$ cat src/rtl/rdec_pkg.sv
// ----------------------------------------------------------------------------
// rdec_pkg
// Types, constants and arithmetic helpers for Doppler ego compensation.
// ----------------------------------------------------------------------------
package rdec_pkg;

	localparam int VEL_W     = 16;
	localparam int ANG_W     = 16;
	localparam int ANG_FRAC  = 13;
	localparam int ANG_SH    = 30 - ANG_FRAC;
	localparam int PHI_W     = ANG_W + 2;
	localparam int X_W       = PHI_W + ANG_SH + 1;
	localparam int LEV_W     = 21;
	localparam int SX_W      = ((VEL_W > LEV_W) ? VEL_W : LEV_W) + 1;
	localparam int PROD_W    = SX_W + 32;
	localparam int SUM_W     = PROD_W + 1;
	localparam int CFG_IDX_W = 3;
	localparam int CFG_W     = 16;

	localparam int NSTAGE    = 14;
	localparam int ST_TRIG   = 12;

	localparam longint HALF_PI_Q30  = 64'sd1686629713;
	localparam longint HALF_PI_HALF = HALF_PI_Q30 / 2;
	localparam longint ONE_Q30      = 64'sd1073741824;
	localparam longint RND_Q30      = 64'sd536870912;

	localparam int Q_MAX = int'(((64'sd1 <<< ANG_W) <<< ANG_SH) / HALF_PI_Q30) + 2;
	localparam int Q_W   = $clog2(Q_MAX + 1) + 1;

	localparam int K_72 = 38;
	localparam int K_56 = 37;
	localparam int K_42 = 37;
	localparam int K_30 = 36;
	localparam int K_20 = 36;
	localparam int K_12 = 35;
	localparam int K_6  = 34;
	localparam logic [31:0] MAG_72 = 32'(((64'd1 << K_72) + 64'd71) / 64'd72);
	localparam logic [31:0] MAG_56 = 32'(((64'd1 << K_56) + 64'd55) / 64'd56);
	localparam logic [31:0] MAG_42 = 32'(((64'd1 << K_42) + 64'd41) / 64'd42);
	localparam logic [31:0] MAG_30 = 32'(((64'd1 << K_30) + 64'd29) / 64'd30);
	localparam logic [31:0] MAG_20 = 32'(((64'd1 << K_20) + 64'd19) / 64'd20);
	localparam logic [31:0] MAG_12 = 32'(((64'd1 << K_12) + 64'd11) / 64'd12);
	localparam logic [31:0] MAG_6  = 32'(((64'd1 << K_6) + 64'd5) / 64'd6);

	localparam logic [CFG_IDX_W-1:0] REG_EGO_VX    = 3'd0;
	localparam logic [CFG_IDX_W-1:0] REG_EGO_VY    = 3'd1;
	localparam logic [CFG_IDX_W-1:0] REG_YAW_RATE  = 3'd2;
	localparam logic [CFG_IDX_W-1:0] REG_OFFSET_X  = 3'd3;
	localparam logic [CFG_IDX_W-1:0] REG_OFFSET_Y  = 3'd4;
	localparam logic [CFG_IDX_W-1:0] REG_MOUNT_YAW = 3'd5;
	localparam logic [CFG_IDX_W-1:0] REG_ROLL_FLIP = 3'd6;

	typedef logic [NSTAGE:1] adv_t;

	typedef struct packed {
		logic signed [VEL_W-1:0] ego_velocity_x;
		logic signed [VEL_W-1:0] ego_velocity_y;
		logic signed [15:0]      ego_yaw_rate;
		logic signed [15:0]      mount_offset_x;
		logic signed [15:0]      mount_offset_y;
		logic signed [ANG_W-1:0] mount_yaw;
		logic                    mount_roll_flipped;
	} cfg_t;

	typedef struct packed {
		logic signed [ANG_W-1:0] azimuth;
		logic signed [VEL_W-1:0] raw_doppler;
	} det_t;

	typedef struct packed {
		logic signed [VEL_W-1:0] compensated_doppler;
		logic                    saturated;
	} res_t;

	function automatic logic signed [33:0] mul30(input logic signed [31:0] a,
		input logic signed [31:0] b);
		logic signed [63:0] p;
		p = a * b;
		return 34'((p + RND_Q30) >>> 30);
	endfunction

	function automatic logic [30:0] div_const(input logic [30:0] v, input logic [31:0] m,
		input int unsigned k);
		logic [63:0] p;
		p = {33'd0, v} * {32'd0, m};
		return 31'(p >> k);
	endfunction

	function automatic logic signed [LEV_W-1:0] round12(input logic signed [31:0] p);
		logic signed [32:0] t;
		t = 33'(p) + 33'sd2048;
		return LEV_W'(t >>> 12);
	endfunction

	function automatic logic signed [Q_W-1:0] quadrant_of(input logic signed [X_W-1:0] n);
		logic signed [Q_W-1:0] c;
		c = Q_W'(-Q_MAX);
		for (int k = -Q_MAX + 1; k <= Q_MAX; k++) begin
			if (n >= X_W'(longint'(k) * HALF_PI_Q30))
				c = c + Q_W'(1);
		end
		return c;
	endfunction

endpackage

$ cat src/rtl/rdec_ctrl.sv
// ----------------------------------------------------------------------------
// rdec_ctrl
// Valid bits and advance enables of the pipeline; bubbles collapse on stall.
// ----------------------------------------------------------------------------
module rdec_ctrl (
	input  logic          clk,
	input  logic          arst_n,
	input  logic          det_valid,
	output logic          det_stall,
	output logic          res_valid,
	input  logic          res_stall,
	output rdec_pkg::adv_t adv
);
	import rdec_pkg::*;

	adv_t vld_q;

	always_comb begin
		adv[NSTAGE] = !vld_q[NSTAGE] || !res_stall;
		for (int i = NSTAGE - 1; i >= 1; i--)
			adv[i] = !vld_q[i] || adv[i+1];
	end

	always_ff @(posedge clk or negedge arst_n) begin
		if (!arst_n) begin
			vld_q <= '0;
		end else begin
			if (adv[1])
				vld_q[1] <= det_valid;
			for (int i = 2; i <= NSTAGE; i++) begin
				if (adv[i])
					vld_q[i] <= vld_q[i-1];
			end
		end
	end

	assign det_stall = !adv[1];
	assign res_valid = vld_q[NSTAGE];

endmodule

$ cat config.mk
export PLATFORM = sky130hd
export DESIGN_NAME = rdec_ctrl
export DESIGN_NICKNAME = d
export VERILOG_FILES = /design/src/rtl/rdec_pkg.sv /design/src/rtl/rdec_ctrl.sv
export SDC_FILE = /design/constraint.sdc
export NUM_CORES = 1
export LEC_CHECK = 0
export ABC_AREA = 1
export BUFFER_PORTS_ARGS = -buffer_cell sky130_fd_sc_hd__buf_2
export CAP_MARGIN = 20
export CELL_PAD_IN_SITES_DETAIL_PLACEMENT = 1
export CELL_PAD_IN_SITES_GLOBAL_PLACEMENT = 2
export CORE_ASPECT_RATIO = 0.75
export CORE_MARGIN = 2
export CORE_UTILIZATION = 31
export DETAILED_ROUTE_END_ITERATION = 8
export PLACE_DENSITY_LB_ADDON = 0.1
export SKIP_LAST_GASP = 1
export SLEW_MARGIN = 10
export SYNTH_ARGS = -nofsm -noshare
export SYNTH_HDL_FRONTEND = slang
export SYNTH_SLANG_ARGS = --single-unit
$ cat constraint.sdc
create_clock -name clk -period 3.7 [get_ports clk]
set_input_delay 0.37 -clock clk [delete_from_list [all_inputs] [get_ports clk]]
set_output_delay 0.37 -clock clk [all_outputs]
set_load 0.05 [all_outputs]
==> flow_metrics.tcl <==
set metrics [dict create \
    status "completed" \
    drc_errors 0 \
    path_class "reg2out" \
    synth.top_cell.area_share 0.565 \
    die_h_um 42.8 \
    cpMostUsedCell "nand4_4" \
    drv_cap 0 \
    path_clk_slew_ns 0.08 \
    grt-ovfl-total 0 \
    power_density_nw_per_um2 746 \
    ys_top_cells_by_area "dfrtp_1, nand4_4, inv_1, nand2_1, nor2_4" \
    cellLeakagePower_nw 0.419 \
    core-area_um2 1810 \
    synth_top_cell_by_area "dfrtp_1" \
    largest_register "vld_q" \
    drt-total-wl_um 1050 \
    n_fill_cell 222 \
    max_stage_delay_ns 0.39 \
    syn_area_per_cell_um2 10.9 \
    period_minus_slack_ns 2.31 \
    cts_tree "built" \
    final_core_util 0.437 \
    ios 20 \
    start_kind "flop" \
    critPathTopFamily "simple AND/OR/NAND/NOR gates" \
    largestRegisters "vld_q (14)" \
    tightest_slew_ns 0.303 \
    drt_iter0_drc 12 \
    first_pass_iters 4 \
    hold_viol 0 \
    dp_cells 98 \
    postSynthCellCount 57 \
    die-area_um2 2380 \
    tns_ns 0 \
    cts_buffer_depth 2 \
    drive_gt1_frac 0.444 \
    relSlewSlack 0.798 \
    placed_area_um2 743 \
    post_cts_buffers 0 \
    nets 86 \
    setup_viol 0 \
    cts_root_buf "clkbuf_4" \
    rows 13 \
    max-vdd-ir-drop_uv 372 \
    setup_ws_ns 1.39 \
    fin_area_um2 790 \
    diodes 0 \
    detail-route-antenna-nets 0 \
    cts_htree_levels 1 \
    multi_input_area_um2 214 \
    syn2layout_area_growth_pct 27.2 \
    port_buffers 19 \
    cp_max_fo 5 \
    end_kind "output port" \
    vias 420 \
    grt_pass1_vias 387 \
    cp.arrival_ns 1.94 \
    rsz0062_at_grt "false" \
    largest_register_ff_count 14 \
    grtUsageTotal 0.104 \
    clock_skew_ns 0.00156 \
    crit_chain "nand3_2 -> nor2_4 -> nand4_4 -> nor2_4 -> nand4_4 -> nor2_8 -> nand4_4 -> inv_2 -> buf_2" \
    synth.cell_area_um2 621 \
    cts_buffers 3 \
    mostFrequentLayoutCells "buf_2, nand2_1, inv_1, dfrtp_1" \
    cts-resized-gates 0 \
    instances_no_fill 103 \
    antenna_found_initial 0 \
    final.period_utilization 0.625 \
    start_util 0.344 \
    fmax_mhz 433 \
    ys_types 11 \
    cp.required_ns 3.33 \
    hpwlAfterDp_um 801 \
    yosysSeqAreaShare 0.565 \
    ys_seq_elements 14 \
    cp_num_buf_inv 2 \
    slew_violations 0 \
    place.gp.congestion 0.761 \
    wl_per_cell_um 10.1 \
    holdCritPathClass "in2reg" \
    layout_commonest_cell "buf_2" \
    synth_nets 61 \
    vias_per_cell 4.08 \
    grt_pass1_wl_um 1840 \
    cp_slowest_cell "dfrtp_1" \
    ys_warn_count 0 \
    cts_sinks 14 \
    die_x_um 55.7 \
    clk_latency_ns 0.28 \
    seq_area_um2 350 \
    grt_max_degree 15 \
    place_ws_ns 1.58 \
]
==> tightest hold or removal path, cell delays in order <==
cell and delay (ns):
buf_2 0.07, inv_1 0.03, nand2_2 0.05
==> path summary, 6_finish.rpt <==
check,startpoint,end,cells after the start,slack (ns)
max,vld_q[13],det_stall,9,1.39
min,det_valid,vld_q[0],3,0.28
max reg2reg,vld_q[13],vld_q[0],8,2.22
min reg2reg,vld_q[11],vld_q[12],2,0.49
max in group asynchronous,arst_n,vld_q[11],2,2.95
min in group asynchronous,arst_n,vld_q[10],2,0.52
==> power by group <==
| group | total (mW) | switching (mW) | internal, mW |
|---|---|---|---|
| Sequential | 0.219 | 0.0335 | 0.185 |
| Combinational | 0.261 | 0.198 | 0.0630 |
| Clock | 0.109 | 0.0492 | 0.0598 |
| Total | 0.589 | 0.281 | 0.308 |
==> per-layer routing <==
metal	global-route usage	routed length, um	share of wire
met5	0	0	0
met4	0.0293	0	0
met3	0.0671	93	0.089
met2	0.129	405	0.39
met1	0.145	546	0.52
==> kinds of logic (layout without fill, tap and decap cells) <==
group / count (synthesis) / in the layout / synth area share
buf+inv: 15 / 39 / 0.0907
flops: 14 / 14 / 0.565
simple gates: 28 / 28 / 0.345
==> synth_stat cells <==
library cell	count
nand2_1	14
nand4_4	3
nand3_2	2
inv_2	1
nand2_2	1
or2_2	3
nor2_4	2
inv_1	14
nor2_8	1
nand3_1	2
dfrtp_1	14
==> final cells by class <==
| type | instances | area share |
|---|---|---|
| Timing Repair Buffer | 20 | 0.133 |
| Inverter | 15 | 0.0713 |
| Clock buffer | 4 | 0.0460 |
| Multi-Input combinational cell | 28 | 0.271 |
| Sequential cell | 14 | 0.444 |
| Tap cell | 22 | 0.0349 |
==> timing repair <==
action,in CTS,in global routing
hold endpoints to repair,14,0
hold buffers,1,0
setup endpoints to repair,0,0
==> per-stage QoR <==
step	total power, mW	hold WS [ns]
finish	0.589	0.279
global route	0.628	0.264
CTS	0.599	0.270
detailed placement	0.486	0.282
global placement	0.487	0.290
floorplan	0.433	0.0744
Note: power is estimated with default switching activity, not from simulation.
