$ cat config.mk
export PLATFORM = sky130hd
export DESIGN_NAME = rdec_proj
export DESIGN_NICKNAME = d
export VERILOG_FILES = /design/src/rtl/rdec_pkg.sv /design/src/rtl/rdec_proj.sv
export SDC_FILE = /design/constraint.sdc
export NUM_CORES = 2
export LEC_CHECK = 0
export ABC_CLOCK_PERIOD_IN_PS = 26500
export BUFFER_PORTS_ARGS = -buffer_cell sky130_fd_sc_hd__buf_2
export CORE_ASPECT_RATIO = 0.9
export CORE_UTILIZATION = 54
export CTS_BUF_LIST = sky130_fd_sc_hd__clkbuf_4 sky130_fd_sc_hd__clkbuf_8
export DETAILED_ROUTE_END_ITERATION = 7
export GPL_TIMING_DRIVEN = 0
export PLACE_DENSITY_LB_ADDON = 0.15
export SYNTH_ARGS = -nofsm -noshare
export SYNTH_HDL_FRONTEND = slang
export SYNTH_SLANG_ARGS = --single-unit
$ cat constraint.sdc
create_clock -name clk -period 26.5 [get_ports clk]
set_clock_uncertainty 0.15 [all_clocks]
set_input_delay 5.3 -clock clk [delete_from_list [all_inputs] [get_ports clk]]
set_output_delay 5.3 -clock clk [all_outputs]
set_load 0.02 [all_outputs]
$ cat src/rtl/rdec_pkg.sv
// ----------------------------------------------------------------------------
// rdec_pkg
// Types, constants and arithmetic helpers for Doppler ego compensation.
// ----------------------------------------------------------------------------
package rdec_pkg;

	localparam int VEL_W     = 16;
	localparam int ANG_W     = 16;
	localparam int ANG_FRAC  = 13;
	localparam int ANG_SH    = 30 - ANG_FRAC;
	localparam int PHI_W     = ANG_W + 2;
	localparam int X_W       = PHI_W + ANG_SH + 1;
	localparam int LEV_W     = 21;
	localparam int SX_W      = ((VEL_W > LEV_W) ? VEL_W : LEV_W) + 1;
	localparam int PROD_W    = SX_W + 32;
	localparam int SUM_W     = PROD_W + 1;
	localparam int CFG_IDX_W = 3;
	localparam int CFG_W     = 16;

	localparam int NSTAGE    = 14;
	localparam int ST_TRIG   = 12;

	localparam longint HALF_PI_Q30  = 64'sd1686629713;
	localparam longint HALF_PI_HALF = HALF_PI_Q30 / 2;
	localparam longint ONE_Q30      = 64'sd1073741824;
	localparam longint RND_Q30      = 64'sd536870912;

	localparam int Q_MAX = int'(((64'sd1 <<< ANG_W) <<< ANG_SH) / HALF_PI_Q30) + 2;
	localparam int Q_W   = $clog2(Q_MAX + 1) + 1;

	localparam int K_72 = 38;
	localparam int K_56 = 37;
	localparam int K_42 = 37;
	localparam int K_30 = 36;
	localparam int K_20 = 36;
	localparam int K_12 = 35;
	localparam int K_6  = 34;
	localparam logic [31:0] MAG_72 = 32'(((64'd1 << K_72) + 64'd71) / 64'd72);
	localparam logic [31:0] MAG_56 = 32'(((64'd1 << K_56) + 64'd55) / 64'd56);
	localparam logic [31:0] MAG_42 = 32'(((64'd1 << K_42) + 64'd41) / 64'd42);
	localparam logic [31:0] MAG_30 = 32'(((64'd1 << K_30) + 64'd29) / 64'd30);
	localparam logic [31:0] MAG_20 = 32'(((64'd1 << K_20) + 64'd19) / 64'd20);
	localparam logic [31:0] MAG_12 = 32'(((64'd1 << K_12) + 64'd11) / 64'd12);
	localparam logic [31:0] MAG_6  = 32'(((64'd1 << K_6) + 64'd5) / 64'd6);

	localparam logic [CFG_IDX_W-1:0] REG_EGO_VX    = 3'd0;
	localparam logic [CFG_IDX_W-1:0] REG_EGO_VY    = 3'd1;
	localparam logic [CFG_IDX_W-1:0] REG_YAW_RATE  = 3'd2;
	localparam logic [CFG_IDX_W-1:0] REG_OFFSET_X  = 3'd3;
	localparam logic [CFG_IDX_W-1:0] REG_OFFSET_Y  = 3'd4;
	localparam logic [CFG_IDX_W-1:0] REG_MOUNT_YAW = 3'd5;
	localparam logic [CFG_IDX_W-1:0] REG_ROLL_FLIP = 3'd6;

	typedef logic [NSTAGE:1] adv_t;

	typedef struct packed {
		logic signed [VEL_W-1:0] ego_velocity_x;
		logic signed [VEL_W-1:0] ego_velocity_y;
		logic signed [15:0]      ego_yaw_rate;
		logic signed [15:0]      mount_offset_x;
		logic signed [15:0]      mount_offset_y;
		logic signed [ANG_W-1:0] mount_yaw;
		logic                    mount_roll_flipped;
	} cfg_t;

	typedef struct packed {
		logic signed [ANG_W-1:0] azimuth;
		logic signed [VEL_W-1:0] raw_doppler;
	} det_t;

	typedef struct packed {
		logic signed [VEL_W-1:0] compensated_doppler;
		logic                    saturated;
	} res_t;

	function automatic logic signed [33:0] mul30(input logic signed [31:0] a,
		input logic signed [31:0] b);
		logic signed [63:0] p;
		p = a * b;
		return 34'((p + RND_Q30) >>> 30);
	endfunction

	function automatic logic [30:0] div_const(input logic [30:0] v, input logic [31:0] m,
		input int unsigned k);
		logic [63:0] p;
		p = {33'd0, v} * {32'd0, m};
		return 31'(p >> k);
	endfunction

	function automatic logic signed [LEV_W-1:0] round12(input logic signed [31:0] p);
		logic signed [32:0] t;
		t = 33'(p) + 33'sd2048;
		return LEV_W'(t >>> 12);
	endfunction

	function automatic logic signed [Q_W-1:0] quadrant_of(input logic signed [X_W-1:0] n);
		logic signed [Q_W-1:0] c;
		c = Q_W'(-Q_MAX);
		for (int k = -Q_MAX + 1; k <= Q_MAX; k++) begin
			if (n >= X_W'(longint'(k) * HALF_PI_Q30))
				c = c + Q_W'(1);
		end
		return c;
	endfunction

endpackage

$ cat src/rtl/rdec_proj.sv
// ----------------------------------------------------------------------------
// rdec_proj
// Projection onto the beam, rounding, raw Doppler add and saturation.
// ----------------------------------------------------------------------------
module rdec_proj (
	input  logic                              clk,
	input  rdec_pkg::adv_t                    adv,
	input  logic signed [rdec_pkg::SX_W-1:0]  sx,
	input  logic signed [rdec_pkg::SX_W-1:0]  sy,
	input  logic signed [rdec_pkg::VEL_W-1:0] raw,
	input  logic signed [31:0]                sn,
	input  logic signed [31:0]                cs,
	output rdec_pkg::res_t                    res
);
	import rdec_pkg::*;

	localparam logic signed [SUM_W-1:0] MAXV = SUM_W'((64'sd1 <<< (VEL_W - 1)) - 1);
	localparam logic signed [SUM_W-1:0] MINV = -MAXV - SUM_W'(1);

	logic signed [PROD_W-1:0] a_s13, b_s13;
	logic signed [VEL_W-1:0]  raw_s13;
	res_t                     res_s14;
	logic signed [SUM_W-1:0]  tot, tot_c;
	res_t                     res_c;

	always_comb begin
		tot   = SUM_W'(a_s13) + SUM_W'(b_s13) + SUM_W'(RND_Q30);
		tot_c = (tot >>> 30) + SUM_W'(raw_s13);
		res_c.saturated = 1'b1;
		if (tot_c > MAXV)
			res_c.compensated_doppler = VEL_W'(MAXV);
		else if (tot_c < MINV)
			res_c.compensated_doppler = VEL_W'(MINV);
		else begin
			res_c.compensated_doppler = VEL_W'(tot_c);
			res_c.saturated = 1'b0;
		end
	end

	always_ff @(posedge clk) begin
		if (adv[NSTAGE-1]) begin
			a_s13   <= sx * cs;
			b_s13   <= sy * sn;
			raw_s13 <= raw;
		end
		if (adv[NSTAGE])
			res_s14 <= res_c;
	end

	assign res = res_s14;

endmodule

==> results.json <==
{
  "status": "finished clean",
  "netlist_area_um2": 57300,
  "route.detailed.drc": 0,
  "ys_warn_count": 0,
  "io_pins": 156,
  "cts-root-buf": "clkbuf_8",
  "drt-vias-per-instance": 5.54,
  "clock_path_buffers": 3,
  "drtIter0Drc": 3724,
  "dieWidth_um": 345,
  "critical_path_class": "in -> reg",
  "cp.arrival_ns": 13.73,
  "cts_hold_buf": 0,
  "totalWireLength_mm": 165,
  "yosys.cell_types.count": 85,
  "synth.ff_latch_count": 141,
  "worstPathRequired_ns": 26.66,
  "syn2layout_area_growth_pct": 5.01,
  "syn_inst": 6076,
  "cp_max_fo": 10,
  "drv_slew": 0,
  "synth-edff-count": 141,
  "layout-drive-gt1-share": 0.0331,
  "drv_cap": 0,
  "h-tree-depth": 4,
  "r2r_slack_ns": 19.05,
  "worst_slew_pin_slew_ns": 1.08,
  "firstDrtPassIters": 8,
  "port_buffers": 143,
  "synth_area_leader_cell": "fa_1",
  "rows": 113,
  "grt_pass1_vias": 44277,
  "fin_tns_setup_ns": 0,
  "cp-start-kind": "primary input",
  "overflow": 0,
  "grtUsageTotal": 0.320,
  "hpwl_mm": 144,
  "ys_seq_area_frac": 0.0739,
  "numClockSinks": 141,
  "grt_max_degree": 65,
  "synth_top_area_share": 0.490,
  "fin_crit_sh": 0.512,
  "yosysMostFrequentCell": "inv_1",
  "period_needed_ns": 13.58,
  "num_vias": 42300,
  "post_cts_buffers": 0,
  "cts_resized": 0,
  "cts_buffers": 25,
  "coreArea_um2": 105000,
  "rsz0062_at_grt": "no",
  "async_flop_share": 0,
  "yosys-top-cells-count": "inv_1, fa_1, nand2_1, and2_1, ha_1",
  "place.gp.congestion": 0.999,
  "finalHoldViolCount": 0,
  "die_area_um2": 107000,
  "ys_dominant_reg_cell": "edfxtp_1",
  "hold_class": "reg -> reg",
  "start_util": 0.544,
  "die_h_um": 311,
  "tritoncts": "built",
  "worstSetupEndpointType": "flip-flop",
  "syn_nets": 8060,
  "finalSetupViolations": 0,
  "clock_latency_ns": 0.53,
  "fmaxAchievable_mhz": 73.7,
  "ant_nets": 0,
  "slew_headroom": 0.280,
  "routedWlPerCell_um": 21.7,
  "clk_pin_slew_ns": 0.09,
  "layout.nets": 8231,
  "grt_first_pass_wirelength_mm": 257,
  "antenna_found_initial": 14,
  "synthTopCellsByArea": "fa_1, ha_1, inv_1",
  "synth.avg_cell_area_um2": 9.44
}
-- routing by layer --
metal  routed length [um]  vias to the layer above  global-route usage  part of all wire
met4                 6170                        0               0.101             0.037
li1                     -                    18362                   -                 -
met3                16800                      319              0.0659              0.10
met1                67400                    21832               0.451              0.41
met5                    0                        -                   0                 0
met2                75000                     1787               0.500              0.45
-- final cells by class --
| class | instances | area, um^2 |
|---|---|---|
| multi-input cells | 4207 | 46600 |
| fillers | 9671 | 45100 |
| inverters | 1448 | 5440 |
| flip-flops and latches | 141 | 4230 |
| well taps | 1380 | 1730 |
| plain buffers | 280 | 1070 |
| repair buffers | 144 | 749 |
| clock buffers | 26 | 352 |
| clock inverters | 5 | 28.8 |
| diodes | 6 | 15.0 |
-- layout by cell type (no fill, tap or decap), drive strengths merged, types with 9 or more instances in the layout --
| master | n |
|---|---|
| a211oi | 15 |
| a21o | 81 |
| a21oi | 148 |
| a31oi | 16 |
| and2 | 576 |
| and3 | 17 |
| buf | 148 |
| clkbuf | 302 |
| edfxtp | 141 |
| fa | 1403 |
| ha | 442 |
| inv | 1446 |
| nand2 | 850 |
| nand2b | 23 |
| nand3 | 34 |
| nand4 | 25 |
| nor2 | 113 |
| nor2b | 17 |
| nor3 | 24 |
| o211ai | 22 |
| o21a | 19 |
| o21ai | 84 |
| o21bai | 25 |
| o31ai | 12 |
| or3 | 9 |
| xnor2 | 105 |
| xor2 | 52 |
-- cell families after synthesis --
logic type	share of synthesized area
AO/OA/AOI/OAI	0.0569
XOR/XNOR	0.0242
adder cells (fa/ha/maj)	0.586
buffers and inverters	0.113
flip-flops	0.0739
multiplexers	0.000371
AND/OR/NAND/NOR	0.145
-- worst max-delay path: stages --
cell and delay, ns:
buf_2 0.32, clkinv_1 0.52, clkbuf_1 0.49, nor2_1 0.24, fa_1 0.46, fa_1 0.53, fa_1 0.44, fa_1 0.53
fa_1 0.43, fa_1 0.50, inv_1 0.05, fa_1 0.47, inv_1 0.04, ha_1 0.36, nand3_1 0.16, nor2_1 0.18
nand3_1 0.23, a211oi_1 0.58, o31ai_1 0.22, o21ai_1 0.53, a211oi_1 0.32, o31ai_1 0.38, a21oi_1 0.13, xnor2_1 0.28
-- path summary, 6_finish.rpt --
check,cells after the start,start,end
min reg2reg,3,raw_s13[6],res[7]
min,3,raw_s13[6],res[7]
max reg2reg,24,a_s13[3],res[10]
max,24,sy[21],b_s13[53]
-- state kept, by name, indices dropped and copies added, names as in the netlist --
register and cells:
b_s13 54, a_s13 54, raw_s13 16, res 17
-- metrics by stage --
step	hold WS, ns	cells	utilization	cell area (um^2)	setup slack (ns)
2_1_floorplan	0.519	6076	-	57300	14.27
6_report	0.826	7637	0.572	60200	12.92
3_3_place_gp	0.813	7599	0.567	59800	12.63
5_1_grt	0.865	7632	0.571	60200	12.61
3_5_place_dp	0.818	7600	0.568	59800	12.56
4_1_cts	0.813	7631	0.571	60200	13.11
Power is not shown: default switching activity piles up to over one toggle a cycle in this logic, so the estimate is an artifact.
