===== src/rtl/rdec_pkg.sv =====
// ----------------------------------------------------------------------------
// rdec_pkg
// Types, constants and arithmetic helpers for Doppler ego compensation.
// ----------------------------------------------------------------------------
package rdec_pkg;

	localparam int VEL_W     = 16;
	localparam int ANG_W     = 16;
	localparam int ANG_FRAC  = 13;
	localparam int ANG_SH    = 30 - ANG_FRAC;
	localparam int PHI_W     = ANG_W + 2;
	localparam int X_W       = PHI_W + ANG_SH + 1;
	localparam int LEV_W     = 21;
	localparam int SX_W      = ((VEL_W > LEV_W) ? VEL_W : LEV_W) + 1;
	localparam int PROD_W    = SX_W + 32;
	localparam int SUM_W     = PROD_W + 1;
	localparam int CFG_IDX_W = 3;
	localparam int CFG_W     = 16;

	localparam int NSTAGE    = 14;
	localparam int ST_TRIG   = 12;

	localparam longint HALF_PI_Q30  = 64'sd1686629713;
	localparam longint HALF_PI_HALF = HALF_PI_Q30 / 2;
	localparam longint ONE_Q30      = 64'sd1073741824;
	localparam longint RND_Q30      = 64'sd536870912;

	localparam int Q_MAX = int'(((64'sd1 <<< ANG_W) <<< ANG_SH) / HALF_PI_Q30) + 2;
	localparam int Q_W   = $clog2(Q_MAX + 1) + 1;

	localparam int K_72 = 38;
	localparam int K_56 = 37;
	localparam int K_42 = 37;
	localparam int K_30 = 36;
	localparam int K_20 = 36;
	localparam int K_12 = 35;
	localparam int K_6  = 34;
	localparam logic [31:0] MAG_72 = 32'(((64'd1 << K_72) + 64'd71) / 64'd72);
	localparam logic [31:0] MAG_56 = 32'(((64'd1 << K_56) + 64'd55) / 64'd56);
	localparam logic [31:0] MAG_42 = 32'(((64'd1 << K_42) + 64'd41) / 64'd42);
	localparam logic [31:0] MAG_30 = 32'(((64'd1 << K_30) + 64'd29) / 64'd30);
	localparam logic [31:0] MAG_20 = 32'(((64'd1 << K_20) + 64'd19) / 64'd20);
	localparam logic [31:0] MAG_12 = 32'(((64'd1 << K_12) + 64'd11) / 64'd12);
	localparam logic [31:0] MAG_6  = 32'(((64'd1 << K_6) + 64'd5) / 64'd6);

	localparam logic [CFG_IDX_W-1:0] REG_EGO_VX    = 3'd0;
	localparam logic [CFG_IDX_W-1:0] REG_EGO_VY    = 3'd1;
	localparam logic [CFG_IDX_W-1:0] REG_YAW_RATE  = 3'd2;
	localparam logic [CFG_IDX_W-1:0] REG_OFFSET_X  = 3'd3;
	localparam logic [CFG_IDX_W-1:0] REG_OFFSET_Y  = 3'd4;
	localparam logic [CFG_IDX_W-1:0] REG_MOUNT_YAW = 3'd5;
	localparam logic [CFG_IDX_W-1:0] REG_ROLL_FLIP = 3'd6;

	typedef logic [NSTAGE:1] adv_t;

	typedef struct packed {
		logic signed [VEL_W-1:0] ego_velocity_x;
		logic signed [VEL_W-1:0] ego_velocity_y;
		logic signed [15:0]      ego_yaw_rate;
		logic signed [15:0]      mount_offset_x;
		logic signed [15:0]      mount_offset_y;
		logic signed [ANG_W-1:0] mount_yaw;
		logic                    mount_roll_flipped;
	} cfg_t;

	typedef struct packed {
		logic signed [ANG_W-1:0] azimuth;
		logic signed [VEL_W-1:0] raw_doppler;
	} det_t;

	typedef struct packed {
		logic signed [VEL_W-1:0] compensated_doppler;
		logic                    saturated;
	} res_t;

	function automatic logic signed [33:0] mul30(input logic signed [31:0] a,
		input logic signed [31:0] b);
		logic signed [63:0] p;
		p = a * b;
		return 34'((p + RND_Q30) >>> 30);
	endfunction

	function automatic logic [30:0] div_const(input logic [30:0] v, input logic [31:0] m,
		input int unsigned k);
		logic [63:0] p;
		p = {33'd0, v} * {32'd0, m};
		return 31'(p >> k);
	endfunction

	function automatic logic signed [LEV_W-1:0] round12(input logic signed [31:0] p);
		logic signed [32:0] t;
		t = 33'(p) + 33'sd2048;
		return LEV_W'(t >>> 12);
	endfunction

	function automatic logic signed [Q_W-1:0] quadrant_of(input logic signed [X_W-1:0] n);
		logic signed [Q_W-1:0] c;
		c = Q_W'(-Q_MAX);
		for (int k = -Q_MAX + 1; k <= Q_MAX; k++) begin
			if (n >= X_W'(longint'(k) * HALF_PI_Q30))
				c = c + Q_W'(1);
		end
		return c;
	endfunction

endpackage


===== src/rtl/rdec_lever.sv =====
// ----------------------------------------------------------------------------
// rdec_lever
// Ego velocity moved to the mount by the lever arm, delayed to meet the trig path.
// ----------------------------------------------------------------------------
module rdec_lever (
	input  logic                              clk,
	input  rdec_pkg::adv_t                    adv,
	input  rdec_pkg::cfg_t                    cfg,
	input  rdec_pkg::det_t                    det,
	output logic signed [rdec_pkg::SX_W-1:0]  sx_o,
	output logic signed [rdec_pkg::SX_W-1:0]  sy_o,
	output logic signed [rdec_pkg::VEL_W-1:0] raw_o
);
	import rdec_pkg::*;

	logic signed [31:0]      pwy_s1, pwx_s1;
	logic signed [SX_W-1:0]  sx_s [2:ST_TRIG];
	logic signed [SX_W-1:0]  sy_s [2:ST_TRIG];
	logic signed [VEL_W-1:0] raw_s [1:ST_TRIG];

	always_ff @(posedge clk) begin
		if (adv[1]) begin
			pwy_s1   <= cfg.ego_yaw_rate * cfg.mount_offset_y;
			pwx_s1   <= cfg.ego_yaw_rate * cfg.mount_offset_x;
			raw_s[1] <= det.raw_doppler;
		end
		if (adv[2]) begin
			sx_s[2]  <= SX_W'(cfg.ego_velocity_x) - SX_W'(round12(pwy_s1));
			sy_s[2]  <= SX_W'(cfg.ego_velocity_y) + SX_W'(round12(pwx_s1));
			raw_s[2] <= raw_s[1];
		end
		for (int i = 3; i <= ST_TRIG; i++) begin
			if (adv[i]) begin
				sx_s[i]  <= sx_s[i-1];
				sy_s[i]  <= sy_s[i-1];
				raw_s[i] <= raw_s[i-1];
			end
		end
	end

	assign sx_o  = sx_s[ST_TRIG];
	assign sy_o  = sy_s[ST_TRIG];
	assign raw_o = raw_s[ST_TRIG];

endmodule


===== config.mk =====
export PLATFORM = sky130hd
export DESIGN_NAME = rdec_lever
export DESIGN_NICKNAME = d
export VERILOG_FILES = /design/src/rtl/rdec_pkg.sv /design/src/rtl/rdec_lever.sv
export SDC_FILE = /design/constraint.sdc
export NUM_CORES = 2
export LEC_CHECK = 0
export BUFFER_PORTS_ARGS = -buffer_cell sky130_fd_sc_hd__clkbuf_2
export CAP_MARGIN = 20
export CORE_MARGIN = 3
export CORE_UTILIZATION = 45
export CTS_BUF_LIST = sky130_fd_sc_hd__clkbuf_16
export DETAILED_ROUTE_END_ITERATION = 16
export PLACE_DENSITY = 0.66
export SYNTH_ARGS = -nofsm -noshare
export SYNTH_HDL_FRONTEND = slang
export SYNTH_SLANG_ARGS = --single-unit

===== constraint.sdc =====
create_clock -name clk -period 9.1 [get_ports clk]
set_input_delay 1.365 -clock clk [delete_from_list [all_inputs] [get_ports clk]]
set_output_delay 1.365 -clock clk [all_outputs]
set_load 0.02 [all_outputs]

==> results.cfg <==
[grt]
antenna_found_initial = 5
groute.layer.met2.usage_pct = 27.9
grtUsageTotal_pct = 16.1
globalRouteMet1Util_pct = 21.3
grt_max_degree = 61
grt_busiest_layer = met2
grt_pass1_wl_um = 125000
grt_overflow = 0
grt_pass1_vias = 23854
use_met3_pct = 2.27

[cts]
clk_latency_ns = 0.60
htree_levels = 3
clock-root-buffer = clkbuf_16
cts_tree = yes
clk_pin_slew_worst_paths_ns = 0.06
cts_resized = 0
cts_num_sinks = 718
cts_buffers = 67
cts.path.max_buffers = 3
postCtsSetupBuffers = 0
ctsHoldBuffers = 0

[placement]
place_inst = 4493
portBuffers = 168
gp_congestion = 0.829
dp_hpwl_um = 57000

[synthesis]
synthesis.nets = 3997
synthCells = 3127
synth_top_family_by_area = adder cells
yosys.area_share.xor_xnor_pct = 2.63
synthArstFlopShare_pct = 0
yosysSeqAreaShare_pct = 50.3
ys_ff_latch = 718
synth_cell_type_count = 55
synth_edf_count = 718
synth_top_area_share_pct = 50.3
yosys-top-cells-area = edfxtp_1 (50%), fa_1 (24%), ha_1 (5.9%), inv_1 (5.3%), and2_1 (3.5%)
syn_area_per_cell_sq_um = 13.7
yosysTopAreaCell = edfxtp_1
ys.flop_type = edfxtp_1
syn-cell-area_sq_um = 42900
yosysWarnings = 0
synthAdderAreaFrac_pct = 30.3
yosys.area_share.simple_pct = 8.00
synth_compound_area_share_pct = 2.75
synth_mux_area_share_pct = 0.0233

[drt]
drt_wl_total_um = 75900
vias = 22112
via_per_inst = 4.79
wl_per_cell_um = 16.4
firstDrtPassIters = 5
postRouteAntennaNets = 0
drtIter0Drc = 1197
remaining_drc_errors = 0

[critical_path]
cp.required_ns = 9.44
crit_top_cell = fa_1
startpoint_type = primary input
cp-end-kind = flip-flop
cp.buffers_inverters = 4
arrival_ns = 7.67
critical_path_class = in -> reg
cp_max_fo = 32
slowest_delay_ns = 0.89
cpLargestDelayFamily = adder cells
cp_slowest_cell = fa_1
cp_cell_sequence = clkbuf_2, nand2_1, inv_1, fa_1, fa_1, fa_1, fa_1, fa_1, inv_1, fa_1, inv_1, ha_1, a21oi_1, o21ai_0, a221o_1, a21oi_1, o21ai_0, nor2b_1, a2111oi_2, xnor2_1

[sta]
fmax_mhz = 136
fin_tns_setup_ns = 0
slew_violations = 0
min_period_over_period_pct = 80.5
timing.final.crit_period_ns = 7.33
skew_ns = 0.0304
grt_setup_unrepaired = no
max_slew_margin_pct = 38.1
hold_viol = 0
hold-worst-slack_ns = 0.401
finalSetupViolations = 0
worst_pin_slew_ns = 0.928

[floorplanning]
fp.dieW_um = 315
num_io_pins = 204
dieArea_sq_um = 99100
dieHeight_um = 315
coreArea_sq_um = 93900
start_util_pct = 45.7
rows = 112

[cells_and_area]
area_growth_pct = 10.5
fin_nets = 4178
seq_area_sq_um = 21600
final_cell_count_no_fill = 4619
fin_util_pct = 50.5
drive_gt1_share_pct = 9.22
multi_input_comb_area_sq_um = 18800
n_fill_cell = 8085

[hold_path]
hp-class = reg -> reg

[job]
cap_viol_max_count = 0

[status]
status = complete, no violations
==> worst reg2reg max path, cell delays in order (launching register included) <==
cell and delay, ns:
edfxtp_1 0.41, and3_1 0.19, and2_1 0.17, nand4_1 0.31
xor2_1 0.26, ha_1 0.35, o21a_1 0.12, o21a_1 0.17
o21ai_0 0.37, a211oi_1 0.14, o41ai_2 0.59, o211ai_1 0.18
a21oi_1 0.19, xnor2_1 0.07
==> per-layer routing <==
metal / share of wire, % / wire length, um
met1: 44 / 33100
met2: 50 / 37700
met3: 4.7 / 3580
met4: 2.0 / 1520
met5: 0 / 0
==> sequential cells by signal, indices dropped and copies added, names as in the netlist <==
register and count:
raw_s 192, pwx_s1 21, pwy_s1 21, sx_s 242
sy_s 242
==> metrics by stage <==
step / worst slack, ns / instance area, sq um
after global placement: 1.17 / 45200
after detailed placement: 1.15 / 45200
after CTS: 1.80 / 47400
after floorplan: 1.96 / 42900
after global routing: 1.47 / 47400
final: 1.77 / 47400
==> path summary, 6_finish.rpt <==
path	from	end	slack [ns]	cells past startpoint
worst max-delay path	cfg[64]	pwx_s1[31]	1.77	20
worst max register to register	pwy_s1[13]	sx_s[0][63]	5.35	13
worst min-delay path	sy_s[0][70]	sy_s[1][4]	0.40	0
worst min register to register	sy_s[0][70]	sy_s[1][4]	0.40	0
==> kinds of logic (layout without fill, tap and decap cells) <==
family	after synthesis	count (layout)
buffers and inverters	684	918
adders and majority gates	726	726
muxes	1	1
and+or+nand+nor	692	692
xor gates and xnor gates	129	129
other	0	4
AOI/OAI and AO/OA	177	177
DFF	718	718
==> cell usage in the layout, fill, tap and decap left out, drive strengths merged, types with 4 or more instances in the layout <==
cell and n:
clkinv 32, clkinvlp 4, xor2 43, nand2b 17
nor2b 10, a2111oi 4, nor4 4, buf 26
and2 243, nor3 14, bufinv 7, xnor2 86
clkbuf 233, nor2 69, edfxtp 718, a211oi 4
diode 4, fa 524, o21a 12, nand3 24
and3 13, a21boi 4, nand4 9, o21bai 9
a21oi 61, o21ai 37, ha 202, or3 4
or2 4, o211ai 4, a21o 19, inv 616
nand2 277
==> Yosys cell counts, types with 14 or more instances <==
master    count
ha_1        202
nand2_1     277
clkbuf_1     77
a21oi_1      60
a21o_1       19
fa_1        524
o21ai_0      35
edfxtp_1    718
xor2_1       43
and2_1      243
nand3_1      24
inv_1       604
nor3_1       14
xnor2_1      86
nand2b_1     17
nor2_1       69
==> cell type report <==
cell class | count | area share (%)
clock inverter | 54 | 1.11
multi-input combinational | 1725 | 39.6
tap | 1254 | 3.31
timing repair buffer | 191 | 2.14
antenna | 4 | 0.0211
inverter | 605 | 4.79
sequential | 718 | 45.5
clock buffer | 68 | 3.59
Power is left out: the tool's default activity adds up to more than one toggle a clock period on the data nets, which glitch-free logic cannot reach.
